File: config.mk
export PLATFORM = sky130hd
export DESIGN_NAME = int64_to_decimal_text_top
export DESIGN_NICKNAME = d
export VERILOG_FILES = /design/src/rtl/i2dt_pkg.sv /design/src/rtl/i2dt_conv.sv /design/src/rtl/int64_to_decimal_text_top.sv
export VERILOG_INCLUDE_DIRS = /design/src /design/src/rtl
export SDC_FILE = /design/constraint.sdc
export NUM_CORES = 1
export LEC_CHECK = 0
export ABC_CLOCK_PERIOD_IN_PS = 4000
export BUFFER_PORTS_ARGS = -buffer_cell sky130_fd_sc_hd__buf_2
export CAP_MARGIN = 20
export CORE_UTILIZATION = 25
export CTS_CLUSTER_SIZE = 30
export DETAILED_ROUTE_END_ITERATION = 12
export GPL_ROUTABILITY_DRIVEN = 0
export PLACE_DENSITY_LB_ADDON = 0.12
export SLEW_MARGIN = 5
export SYNTH_ARGS = -nofsm -noshare
export SYNTH_HDL_FRONTEND = slang
export SYNTH_SLANG_ARGS = --single-unit
export TNS_END_PERCENT = 30
File: constraint.sdc
create_clock -name clk_i -period 4 [get_ports clk_i]
set_input_delay 0.4 -clock clk_i [delete_from_list [all_inputs] [get_ports clk_i]]
set_output_delay 0.4 -clock clk_i [all_outputs]
set_load 0.01 [all_outputs]
File: src/rtl/int64_to_decimal_text_top_macros.svh
// ----------------------------------------------------------------------------
// int64_to_decimal_text_top_macros.svh
// Assertion helpers shared by the decimal text converter RTL.
// ----------------------------------------------------------------------------
`ifndef INT64_TO_DECIMAL_TEXT_TOP_MACROS_SVH
`define INT64_TO_DECIMAL_TEXT_TOP_MACROS_SVH

// Same-cycle implication, disabled while reset is asserted.
`define I2DT_ASSERT_SAME(lbl, clk, rstn, ante, cons) \
  lbl: assert property (@(posedge clk) disable iff (!(rstn)) (ante) |-> (cons)) \
    else $error("i2dt assertion failed");

// Next-cycle implication, disabled while reset is asserted.
`define I2DT_ASSERT_NEXT(lbl, clk, rstn, ante, cons) \
  lbl: assert property (@(posedge clk) disable iff (!(rstn)) (ante) |=> (cons)) \
    else $error("i2dt assertion failed");

`endif

File: src/rtl/i2dt_pkg.sv
// ----------------------------------------------------------------------------
// i2dt_pkg
// Types and constants for the signed integer to decimal text converter.
// ----------------------------------------------------------------------------
package i2dt_pkg;

  localparam int unsigned VALUE_IN_W = 64;
  localparam int unsigned CAP_W      = 8;
  localparam int unsigned CHAR_W     = 8;
  localparam int unsigned LEN_W      = 5;
  localparam int unsigned DIGIT_W    = 4;

  localparam logic [CHAR_W-1:0] ASCII_ZERO  = 8'h30;
  localparam logic [CHAR_W-1:0] ASCII_MINUS = 8'h2d;
  localparam logic [CHAR_W-1:0] CHAR_NONE   = 8'h00;

  typedef struct packed {
    logic signed [VALUE_IN_W-1:0] value;
    logic [CAP_W-1:0]             capacity;
  } in_item_t;

  typedef struct packed {
    logic [CHAR_W-1:0] character;
    logic              last;
    logic              error;
    logic [LEN_W-1:0]  length;
  } out_item_t;

  // Converter status toward the control logic.
  typedef struct packed {
    logic             done;
    logic [LEN_W-1:0] ndig;
  } conv_status_t;

endpackage

File: src/rtl/i2dt_conv.sv
// ----------------------------------------------------------------------------
// i2dt_conv
// Bit-serial binary to BCD converter (shift and add-3), leading zero
// strip, then digit pop from the most significant end.
// ----------------------------------------------------------------------------
`include "int64_to_decimal_text_top_macros.svh"

module i2dt_conv #(
  parameter int unsigned VALUE_WIDTH = 64
) (
  input  logic                      clk_i,
  input  logic                      rst_ni,
  input  logic                      start_i,
  input  logic [VALUE_WIDTH-1:0]    mag_i,
  input  logic                      pop_i,
  output i2dt_pkg::conv_status_t    status_o,
  output logic [i2dt_pkg::DIGIT_W-1:0] digit_o
);
  import i2dt_pkg::*;

  localparam int unsigned NDIG  = (VALUE_WIDTH * 3) / 10 + 1;
  localparam int unsigned BCD_W = NDIG * DIGIT_W;
  localparam int unsigned CNT_W = $clog2(VALUE_WIDTH + 1);

  localparam logic [1:0] PH_IDLE   = 2'd0;
  localparam logic [1:0] PH_DABBLE = 2'd1;
  localparam logic [1:0] PH_NORM   = 2'd2;
  localparam logic [1:0] PH_READY  = 2'd3;

  logic [1:0]             phase_q, phase_d;
  logic [VALUE_WIDTH-1:0] mag_q, mag_d;
  logic [BCD_W-1:0]       bcd_q, bcd_d;
  logic [BCD_W-1:0]       adj;
  logic [CNT_W-1:0]       cnt_q, cnt_d;
  logic [LEN_W-1:0]       ndig_q, ndig_d;
  logic [DIGIT_W-1:0]     top_dig;

  assign top_dig = bcd_q[BCD_W-1 -: DIGIT_W];

  // Add 3 to every digit of 5 or more ahead of the shift.
  always_comb begin
    for (int i = 0; i < NDIG; i++) begin
      adj[i*DIGIT_W +: DIGIT_W] = (bcd_q[i*DIGIT_W +: DIGIT_W] >= 4'd5) ?
          bcd_q[i*DIGIT_W +: DIGIT_W] + 4'd3 : bcd_q[i*DIGIT_W +: DIGIT_W];
    end
  end

  always_comb begin
    phase_d = phase_q;
    mag_d   = mag_q;
    bcd_d   = bcd_q;
    cnt_d   = cnt_q;
    ndig_d  = ndig_q;
    if (start_i) begin
      phase_d = PH_DABBLE;
      mag_d   = mag_i;
      bcd_d   = '0;
      cnt_d   = CNT_W'(VALUE_WIDTH);
    end else begin
      case (phase_q)
        PH_DABBLE: begin
          bcd_d = {adj[BCD_W-2:0], mag_q[VALUE_WIDTH-1]};
          mag_d = mag_q << 1;
          cnt_d = cnt_q - 1'b1;
          if (cnt_q == CNT_W'(1)) begin
            phase_d = PH_NORM;
            ndig_d  = LEN_W'(NDIG);
          end
        end
        PH_NORM: begin
          // Drop leading zeros, keep at least one digit.
          if (top_dig == '0 && ndig_q > LEN_W'(1)) begin
            bcd_d  = {bcd_q[BCD_W-DIGIT_W-1:0], {DIGIT_W{1'b0}}};
            ndig_d = ndig_q - 1'b1;
          end else begin
            phase_d = PH_READY;
          end
        end
        PH_READY: begin
          if (pop_i) begin
            bcd_d = {bcd_q[BCD_W-DIGIT_W-1:0], {DIGIT_W{1'b0}}};
          end
        end
        default: begin
          phase_d = phase_q;
        end
      endcase
    end
  end

  always_ff @(posedge clk_i or negedge rst_ni) begin
    if (!rst_ni) begin
      phase_q <= PH_IDLE;
      cnt_q   <= '0;
      ndig_q  <= '0;
    end else begin
      phase_q <= phase_d;
      cnt_q   <= cnt_d;
      ndig_q  <= ndig_d;
    end
  end

  always_ff @(posedge clk_i) begin
    mag_q <= mag_d;
    bcd_q <= bcd_d;
  end

  assign status_o.done = (phase_q == PH_READY);
  assign status_o.ndig = ndig_q;
  assign digit_o       = top_dig;

  `I2DT_ASSERT_SAME(a_start_when_free, clk_i, rst_ni, start_i,
      phase_q == PH_IDLE || phase_q == PH_READY)
  `I2DT_ASSERT_SAME(a_pop_when_ready, clk_i, rst_ni, pop_i, phase_q == PH_READY)
  `I2DT_ASSERT_SAME(a_ndig_nonzero, clk_i, rst_ni,
      phase_q == PH_NORM || phase_q == PH_READY,
      ndig_q != '0 && ndig_q <= LEN_W'(NDIG))

endmodule

File: src/rtl/int64_to_decimal_text_top.sv
// Sequence: after acceptance, the bit-serial shift/add-3 loop runs over every bit of the
//   magnitude, leading zeros are stripped, then the fit check; characters follow one per
//   cycle while the output is not stalled; an error item goes out straight from the check.
// Input: in_stall_o stays high from acceptance until the last character or the error item
//   is registered, so a new item is never taken while a conversion is in flight.
// Reset: asynchronous, active low; clears control state and output valid.
// ----------------------------------------------------------------------------
// int64_to_decimal_text_top
// Signed integer to ASCII decimal text, one character per output item.
// ----------------------------------------------------------------------------
`include "int64_to_decimal_text_top_macros.svh"

module int64_to_decimal_text_top #(
  parameter int unsigned VALUE_WIDTH = 64
) (
  input  logic                 clk_i,
  input  logic                 rst_ni,
  input  logic                 in_valid_i,
  output logic                 in_stall_o,
  input  i2dt_pkg::in_item_t   in_item_i,
  output logic                 out_valid_o,
  input  logic                 out_stall_i,
  output i2dt_pkg::out_item_t  out_item_o
);
  import i2dt_pkg::*;

  localparam logic [1:0] ST_IDLE = 2'd0;
  localparam logic [1:0] ST_CONV = 2'd1;
  localparam logic [1:0] ST_EMIT = 2'd2;

  logic [1:0]             state_q, state_d;
  logic                   neg_q, neg_d;
  logic                   sign_pend_q, sign_pend_d;
  logic [CAP_W-1:0]       cap_q, cap_d;
  logic [LEN_W-1:0]       total_q, total_d;
  logic [LEN_W-1:0]       left_q, left_d;
  logic                   out_valid_q, out_valid_d;
  out_item_t              out_item_q, out_item_d;

  logic                   in_acc;
  logic                   out_free;
  logic [VALUE_WIDTH-1:0] raw;
  logic [VALUE_WIDTH-1:0] mag;
  logic                   pop;
  logic [LEN_W-1:0]       total;
  conv_status_t           conv_st;
  logic [DIGIT_W-1:0]     digit;

  // Take a new item only when no conversion is in flight; the output
  // register may still hold the previous item's last character.
  assign in_stall_o = (state_q != ST_IDLE);
  assign in_acc     = in_valid_i && !in_stall_o;
  assign out_free   = !out_valid_q || !out_stall_i;

  // Low VALUE_WIDTH bits as two's complement; the most negative value
  // maps to 2^(VALUE_WIDTH-1), which still fits unsigned.
  assign raw = in_item_i.value[VALUE_WIDTH-1:0];
  assign mag = raw[VALUE_WIDTH-1] ? (~raw + 1'b1) : raw;

  assign total = conv_st.ndig + LEN_W'(neg_q);

  i2dt_conv #(
    .VALUE_WIDTH(VALUE_WIDTH)
  ) u_conv (
    .clk_i   (clk_i),
    .rst_ni  (rst_ni),
    .start_i (in_acc),
    .mag_i   (mag),
    .pop_i   (pop),
    .status_o(conv_st),
    .digit_o (digit)
  );

  always_comb begin
    state_d     = state_q;
    neg_d       = neg_q;
    sign_pend_d = sign_pend_q;
    cap_d       = cap_q;
    total_d     = total_q;
    left_d      = left_q;
    out_valid_d = out_valid_q;
    out_item_d  = out_item_q;
    pop         = 1'b0;

    // Drop the held item once it has been taken.
    if (out_valid_q && !out_stall_i) begin
      out_valid_d = 1'b0;
    end

    case (state_q)
      ST_IDLE: begin
        if (in_acc) begin
          neg_d   = raw[VALUE_WIDTH-1];
          cap_d   = in_item_i.capacity;
          state_d = ST_CONV;
        end
      end
      ST_CONV: begin
        if (conv_st.done) begin
          if ({{(CAP_W-LEN_W){1'b0}}, total} > cap_q) begin
            // Text does not fit: one error item, nothing else.
            if (out_free) begin
              out_valid_d          = 1'b1;
              out_item_d.character = CHAR_NONE;
              out_item_d.last      = 1'b1;
              out_item_d.error     = 1'b1;
              out_item_d.length    = '0;
              state_d              = ST_IDLE;
            end
          end else begin
            total_d     = total;
            left_d      = total;
            sign_pend_d = neg_q;
            state_d     = ST_EMIT;
          end
        end
      end
      ST_EMIT: begin
        if (out_free) begin
          out_valid_d      = 1'b1;
          out_item_d.error = 1'b0;
          out_item_d.last  = (left_q == LEN_W'(1));
          out_item_d.length = (left_q == LEN_W'(1)) ? total_q : '0;
          if (sign_pend_q) begin
            out_item_d.character = ASCII_MINUS;
            sign_pend_d          = 1'b0;
          end else begin
            out_item_d.character = ASCII_ZERO | {{(CHAR_W-DIGIT_W){1'b0}}, digit};
            pop                  = 1'b1;
          end
          left_d = left_q - 1'b1;
          if (left_q == LEN_W'(1)) begin
            state_d = ST_IDLE;
          end
        end
      end
      default: begin
        state_d = ST_IDLE;
      end
    endcase
  end

  always_ff @(posedge clk_i or negedge rst_ni) begin
    if (!rst_ni) begin
      state_q     <= ST_IDLE;
      neg_q       <= 1'b0;
      sign_pend_q <= 1'b0;
      total_q     <= '0;
      left_q      <= '0;
      out_valid_q <= 1'b0;
    end else begin
      state_q     <= state_d;
      neg_q       <= neg_d;
      sign_pend_q <= sign_pend_d;
      total_q     <= total_d;
      left_q      <= left_d;
      out_valid_q <= out_valid_d;
    end
  end

  // Payload registers, no reset needed.
  always_ff @(posedge clk_i) begin
    cap_q      <= cap_d;
    out_item_q <= out_item_d;
  end

  assign out_valid_o = out_valid_q;
  assign out_item_o  = out_item_q;

  `I2DT_ASSERT_SAME(a_error_is_last, clk_i, rst_ni, out_valid_o && out_item_o.error,
      out_item_o.last && out_item_o.length == '0 && out_item_o.character == CHAR_NONE)
  `I2DT_ASSERT_SAME(a_len_only_on_last, clk_i, rst_ni,
      out_valid_o && !out_item_o.last, out_item_o.length == '0)
  `I2DT_ASSERT_NEXT(a_busy_after_accept, clk_i, rst_ni, in_acc, in_stall_o)
  `I2DT_ASSERT_SAME(a_emit_left_nonzero, clk_i, rst_ni, state_q == ST_EMIT,
      left_q != '0)

endmodule
==> After elaboration in Yosys (flattened, before gate mapping) <==
Index checks and enable logic that the tools add are counted.
{ "word_totals": {"ff_bits": 196, "inputBits": 76, "out_inout_bits": 17, "elab_cells": 174} }
{ "op_classes": {"n_addsub": 25, "order_cmp": 22, "eq_ne": 20, "muxes": 65, "bitwise_logic": 3, "n_reduce_logical": 23} }
{ "ops": {"columns": ["cell", "n"], "rows": [
  ["80-bit case mux with 3 select lines", 1],
  ["64-bit two-way mux", 3],
  ["80-bit two-way mux", 2],
  ["4-bit by 3-bit greater-or-equal comparator with 1-bit output, second input constant", 20],
  ["4-bit by 2-bit adder with 4-bit output, second input constant", 19],
  ["4-bit two-way mux", 19],
  ["64-bit by 1-bit adder with 64-bit output, second input constant", 1],
  ["64-bit inverter", 1],
  ["15-bit two-way mux", 4],
  ["5-bit two-way mux", 7],
  ["15-bit case mux with 2 select lines", 1],
  ["5-bit case mux with 2 select lines", 2],
  ["2-bit two-way mux", 9],
  ["2-bit != test, second input constant", 8],
  ["7-bit two-way mux", 2],
  ["1-bit two-way mux", 10],
  ["5-bit AND reduction", 2],
  ["5-bit by 1-bit subtractor with 5-bit output, second input constant", 2],
  ["3-bit AND reduction", 3],
  ["5-bit by 8-bit > comparator with 1-bit output", 1],
  ["4-bit AND reduction", 2],
  ["2-bit nonzero test", 4],
  ["7-bit by 1-bit == test with 1-bit output, second input constant", 1],
  ["7-bit by 1-bit subtractor with 7-bit output, second input constant", 1],
  ["other kinds (21)", 33]
]} }

==> Longest topological paths before layout <==
{ "logic_depth": {"depth_word": 7, "depth_mapped": 11, "depth_no_buf": 11} }

==> Hierarchy <==
From an unflattened synthesis, not the netlist that was laid out.
{ "unflattened": {"hier_cells": 1373, "hier_area_um2": 12942.4} }
{ "modules_own_cells": {"columns": ["mod", "n_inst", "cells_per_inst", "area_each_um2", "seq_area_each_um2"], "rows": [
  ["i2dt_conv", 1, 1002, 9572.9, 3873.7],
  ["int64_to_decimal_text_top", 1, 371, 3369.5, 1006.0]
]} }

==> Least setup slack after synthesis <==
Ideal clock, no wire load.
{ "synth_timing": {"path_kind": "register to register", "from": "register state_q[0]", "to": "register u_conv.mag_q[0] (enable)", "setup_time_ns": 0.689, "t_arrival_ns": 2.452, "required_ns": 3.311, "slack_ns": 0.859, "stages_incl_launch_ff": 7, "path_buffers": 2, "synth_period_minus_slack_ns": 3.141, "cell_sequence": "dfrtp_1 inv_1 ha_1 nand2_1 clkbuf_1 clkbuf_1 nand2_1"} }
{ "synth_via": {"elab_chain_cells": 4} }
{ "synth_lines": {"columns": ["element", "line_no", "source"], "rows": [
  ["start: declaration", "int64_to_decimal_text_top.sv:31", "logic [1:0] state_q, state_d;"],
  ["start signal: assignment", "int64_to_decimal_text_top.sv:152", "state_q <= state_d;"],
  ["2-bit nonzero test", "int64_to_decimal_text_top.sv:51", "assign in_stall_o = (state_q != ST_IDLE);"],
  ["1-bit zero test", "int64_to_decimal_text_top.sv:52", "assign in_acc = in_valid_i && !in_stall_o;"],
  ["1-bit logical AND", "int64_to_decimal_text_top.sv:52", null],
  ["2-bit nonzero test (no line)", null, null],
  ["end signal: assignment", "i2dt_conv.sv:104", "mag_q <= mag_d;"],
  ["end: declaration", "i2dt_conv.sv:31", "logic [VALUE_WIDTH-1:0] mag_q, mag_d;"]
]} }
No other way between the ends.
A chain may end at the register's enable or synchronous reset.

==> Worst setup path after layout <==
{ "layout_timing": {"from": "register u_conv.ndig_q[0]", "to": "register out_item_q (netlist bit out_item_o[8]) (enable)"} }
{ "layout_via": {"elab_chain_cells": 4} }
{ "layout_lines": {"columns": ["element", "line_no", "source"], "rows": [
  ["start: declaration", "i2dt_conv.sv:35", "logic [LEN_W-1:0] ndig_q, ndig_d;"],
  ["start signal: assignment", "i2dt_conv.sv:99", "ndig_q <= ndig_d;"],
  ["5-bit by 1-bit adder with 5-bit output", "int64_to_decimal_text_top.sv:60", "assign total = conv_st.ndig + LEN_W'(neg_q);"],
  ["net total[4]", "int64_to_decimal_text_top.sv:45", "logic [LEN_W-1:0] total;"],
  ["5-bit by 8-bit > comparator with 1-bit output", "int64_to_decimal_text_top.sv:100", "if ({{(CAP_W-LEN_W){1'b0}}, total} > cap_q) begin"],
  ["2-bit != test (no line)", null, null],
  ["5-bit AND reduction (no line)", null, null],
  ["end signal: assignment", "int64_to_decimal_text_top.sv:164", "out_item_q <= out_item_d;"],
  ["end: declaration", "int64_to_decimal_text_top.sv:38", "out_item_t out_item_q, out_item_d;"]
]} }
The timed path passes the listed nets, and every way through them passes these cells.

==> flow_summary_export.csv <==
group,metric,value,unit
global_routing,grt_pass1_wl,50200,µm
die,ios,93,
yosys,synth-async-reset-ratio,0.149,
pwr,p_per_area,840,nW/µm²
yosys,synth-adder-area-share,0.0648,
timing,slew_headroom,0.424,
place,place_ws,702,ps
finish,drive_gt1_frac,0.121,
timing,final_max_slew_viol_count,0,
timing,setup_slack,837,ps
clock_tree,ctsResizeCount,0,
outcome,violations,"design-rule violations",
timing,hold_viol,0,
clock_tree,h-tree-depth,4,
critical_path,crit_path_end,"out_item_o[8]",
detailed_routing,route.met2.wl,13500,µm
yosys,yosysWarnings,0,
detailed_routing,drt-total-wl,29600,µm
timing,hold_slack,118,ps
hold_path,hold_path_class,"input port to flip-flop",
global_routing,overflow,0,
detailed_routing,wl_per_cell,14.5,µm
detailed_routing,via_per_inst,4.77,
die,die_area,48800,µm²
critical_path,crit_path_start_kind,"flip-flop",
yosys,muxShareOfSynthArea,0.0165,
die,die_w,221,µm
clock_tree,clk_pin_slew_worst_paths,80,ps
yosys,postSynthCellCount,1386,
global_routing,track_usage,0.125,
yosys,syn-mean-instance-area,8.64,µm²
yosys,synthXorXnorAreaFrac,0.0673,
timing,fin_setup_tns,0,ps
timing,clock.fmax,316,MHz
yosys,synth-simple-area-share,0.173,
outcome,status,"finished with violations",
place,dp.cells,2010,
critical_path,r2r-end,"out_item_o[8]",
timing,fin_crit,3160,ps
pwr,vdd_drop_max,0.000507,V
yosys,synth-seq-area-share,0.408,
yosys,synth-seq-cells,194,
critical_path,r2r.worst_path.cells,10,
detailed_routing,drt-pass1-iter-count,8,
clock_tree,clock_latency,460,ps
detailed_routing,drtIter0Drc,472,
flow_run,drv_cap,0,
global_routing,grt_max_degree,81,
yosys,synth_compound_area_frac,0.215,
clock_tree,clock_sinks,194,
timing,worst_slew_pin_slew,861,ps
timing,setup_viol,0,
detailed_routing,wl_met3,811,µm
critical_path,r2r_start,"u_conv.ndig_q[0]",
critical_path,startpoint,"u_conv.ndig_q[0]",
timing,min_period_over_period,0.791,
yosys,synth_edf_count,85,
global_routing,antenna_found_initial,0,
die,std_cell_rows,79,
finish,mostFrequentLayoutCell,"nand2_1",
clock_tree,cts_tree,"yes",
critical_path,reg2reg_setup_slack,840,ps
finish,design_area,13600,µm²
detailed_routing,ant_nets,0,
timing,clock_skew,11.5,ps
critical_path,crit_type,"flip-flop to flip-flop",
clock_tree,clockBufferDepth,2,
finish,final_cell_mix,"175 x nand2_1, 148 x o21ai_0, 97 x nor2_1",
yosys,ys.flop_type,"edfxtp_1",
clock_tree,post_cts_buffers,0,
finish,syn2layout_area_growth,13.9,%
die,fp.dieH,221,µm
clock_tree,root_buffer,"clkbuf_16",
place,dpl.hpwl,20200,µm
timing,rsz0062_at_grt,"no",
finish,antenna_cells,0,
pwr,p_leak,5.23,nW
detailed_routing,maxUsedRoutingLayer,"met4",
detailed_routing,met1Wirelength,15000,µm
critical_path,endpoint_kind,"flip-flop",
global_routing,grt_pass1_vias,9544,
finish,nets,1561,
critical_path,worstPathArrival,3260,ps
critical_path,cp_max_fo,13,
yosys,syn_area,12000,µm²
detailed_routing,vias,9750,
detailed_routing,drcViolationCount,2,
die,core-area,46900,µm²
critical_path,cp.required,4100,ps
yosys,ys_types,63,
die,start_util,0.256,
clock_tree,cts_buffers,17,
place,placed_area,13100,µm²
place,io_buffers,90,
clock_tree,cts_hold_buf,1,
finish,final_cells,2043,
yosys,synth_top_family_by_area,"compound AO/OA/AOI/OAI gates",
[power breakdown]
group	switching (W)	internal, W
clock	0.000891	0.000830
combinational	0.00353	0.00222
sequential	0.000696	0.00328
[cell families (layout without fill, tap and decap cells)]
kind of cell,Yosys count,count (layout)
simple gates,442,442
compound gates,404,404
flops,194,194
buf+inv,172,221
xor+xnor,92,92
fa+ha+maj,62,62
mux,19,19
other cells,1,2
[worst min-delay path by stage]
stage	from	to	slack, ps	cells past startpoint
6_report	in_item_i[6]	cap_q[6]	120	1
5_1_grt	in_item_i[5]	cap_q[5]	90	1
4_1_cts	in_item_i[6]	cap_q[6]	90	1
3_5_place_dp	rst_ni	left_q[4]	490	1
3_3_place_gp	u_conv.bcd_q[35]	u_conv.bcd_q[35]	480	2
2_1_floorplan	rst_ni	left_q[0]	100	0
[stage by stage]
| stage | util | power [W] |
|---|---|---|
| finish | 0.291 | 0.0115 |
| detailed placement | 0.279 | 0.00990 |
| floorplan | - | 0.00823 |
| global route | 0.291 | 0.0126 |
| CTS | 0.291 | 0.0117 |
| global placement | 0.279 | 0.00987 |
[synth_stat cells (all sizes together), types with 14 or more instances]
master / n / area (µm²)
nand2: 177 / 664
o21ai: 162 / 811
nor2: 98 / 368
edfxtp: 85 / 2550
inv: 81 / 304
dfxtp: 80 / 1600
clkbuf: 76 / 285
a211oi: 65 / 488
xor2: 63 / 552
ha: 62 / 776
a21oi: 59 / 295
nand3: 39 / 195
nor3: 32 / 160
dfrtp: 29 / 726
xnor2: 29 / 254
a31oi: 26 / 163
o31ai: 25 / 198
nand2b: 22 / 138
buf: 15 / 75.1
o21a: 15 / 113
o41ai: 14 / 164
or4: 14 / 124
[per-layer routing]
layer,up-vias,GRT usage
met3,16,0.0258
met5,-,0
met2,116,0.204
li1,5031,-
met1,4587,0.168
met4,0,0.0293
[cell type report]
class / instances / area, µm²
Fill cell: 5069 / 33200
Multi-Input combinational cell: 1021 / 6480
Sequential cell: 194 / 4880
Tap cell: 607 / 759
Timing Repair Buffer: 108 / 651
Clock buffer: 17 / 425
Inverter: 81 / 305
Clock inverter: 15 / 145
[flip-flops by register name (all words and copies together), names as in the netlist, 5 cells and up]
signal,flops
u_conv.bcd_q,80
out_item_o,13
u_conv.cnt_q,7
total_q,5
u_conv.ndig_q,5
cap_q,8
u_conv.mag_q,64
left_q,5
[critical path, cell delays in order, from the launching register on]
cell and delay, ps:
dfrtp_1 470, ha_1 210, ha_1 180, nand3_1 100, xnor2_1 280, ha_1 300, and4_1 150, a21oi_1 220
o21ai_0 180, o21ai_0 170, and3_1 530
(Power assumes the default switching activity.)
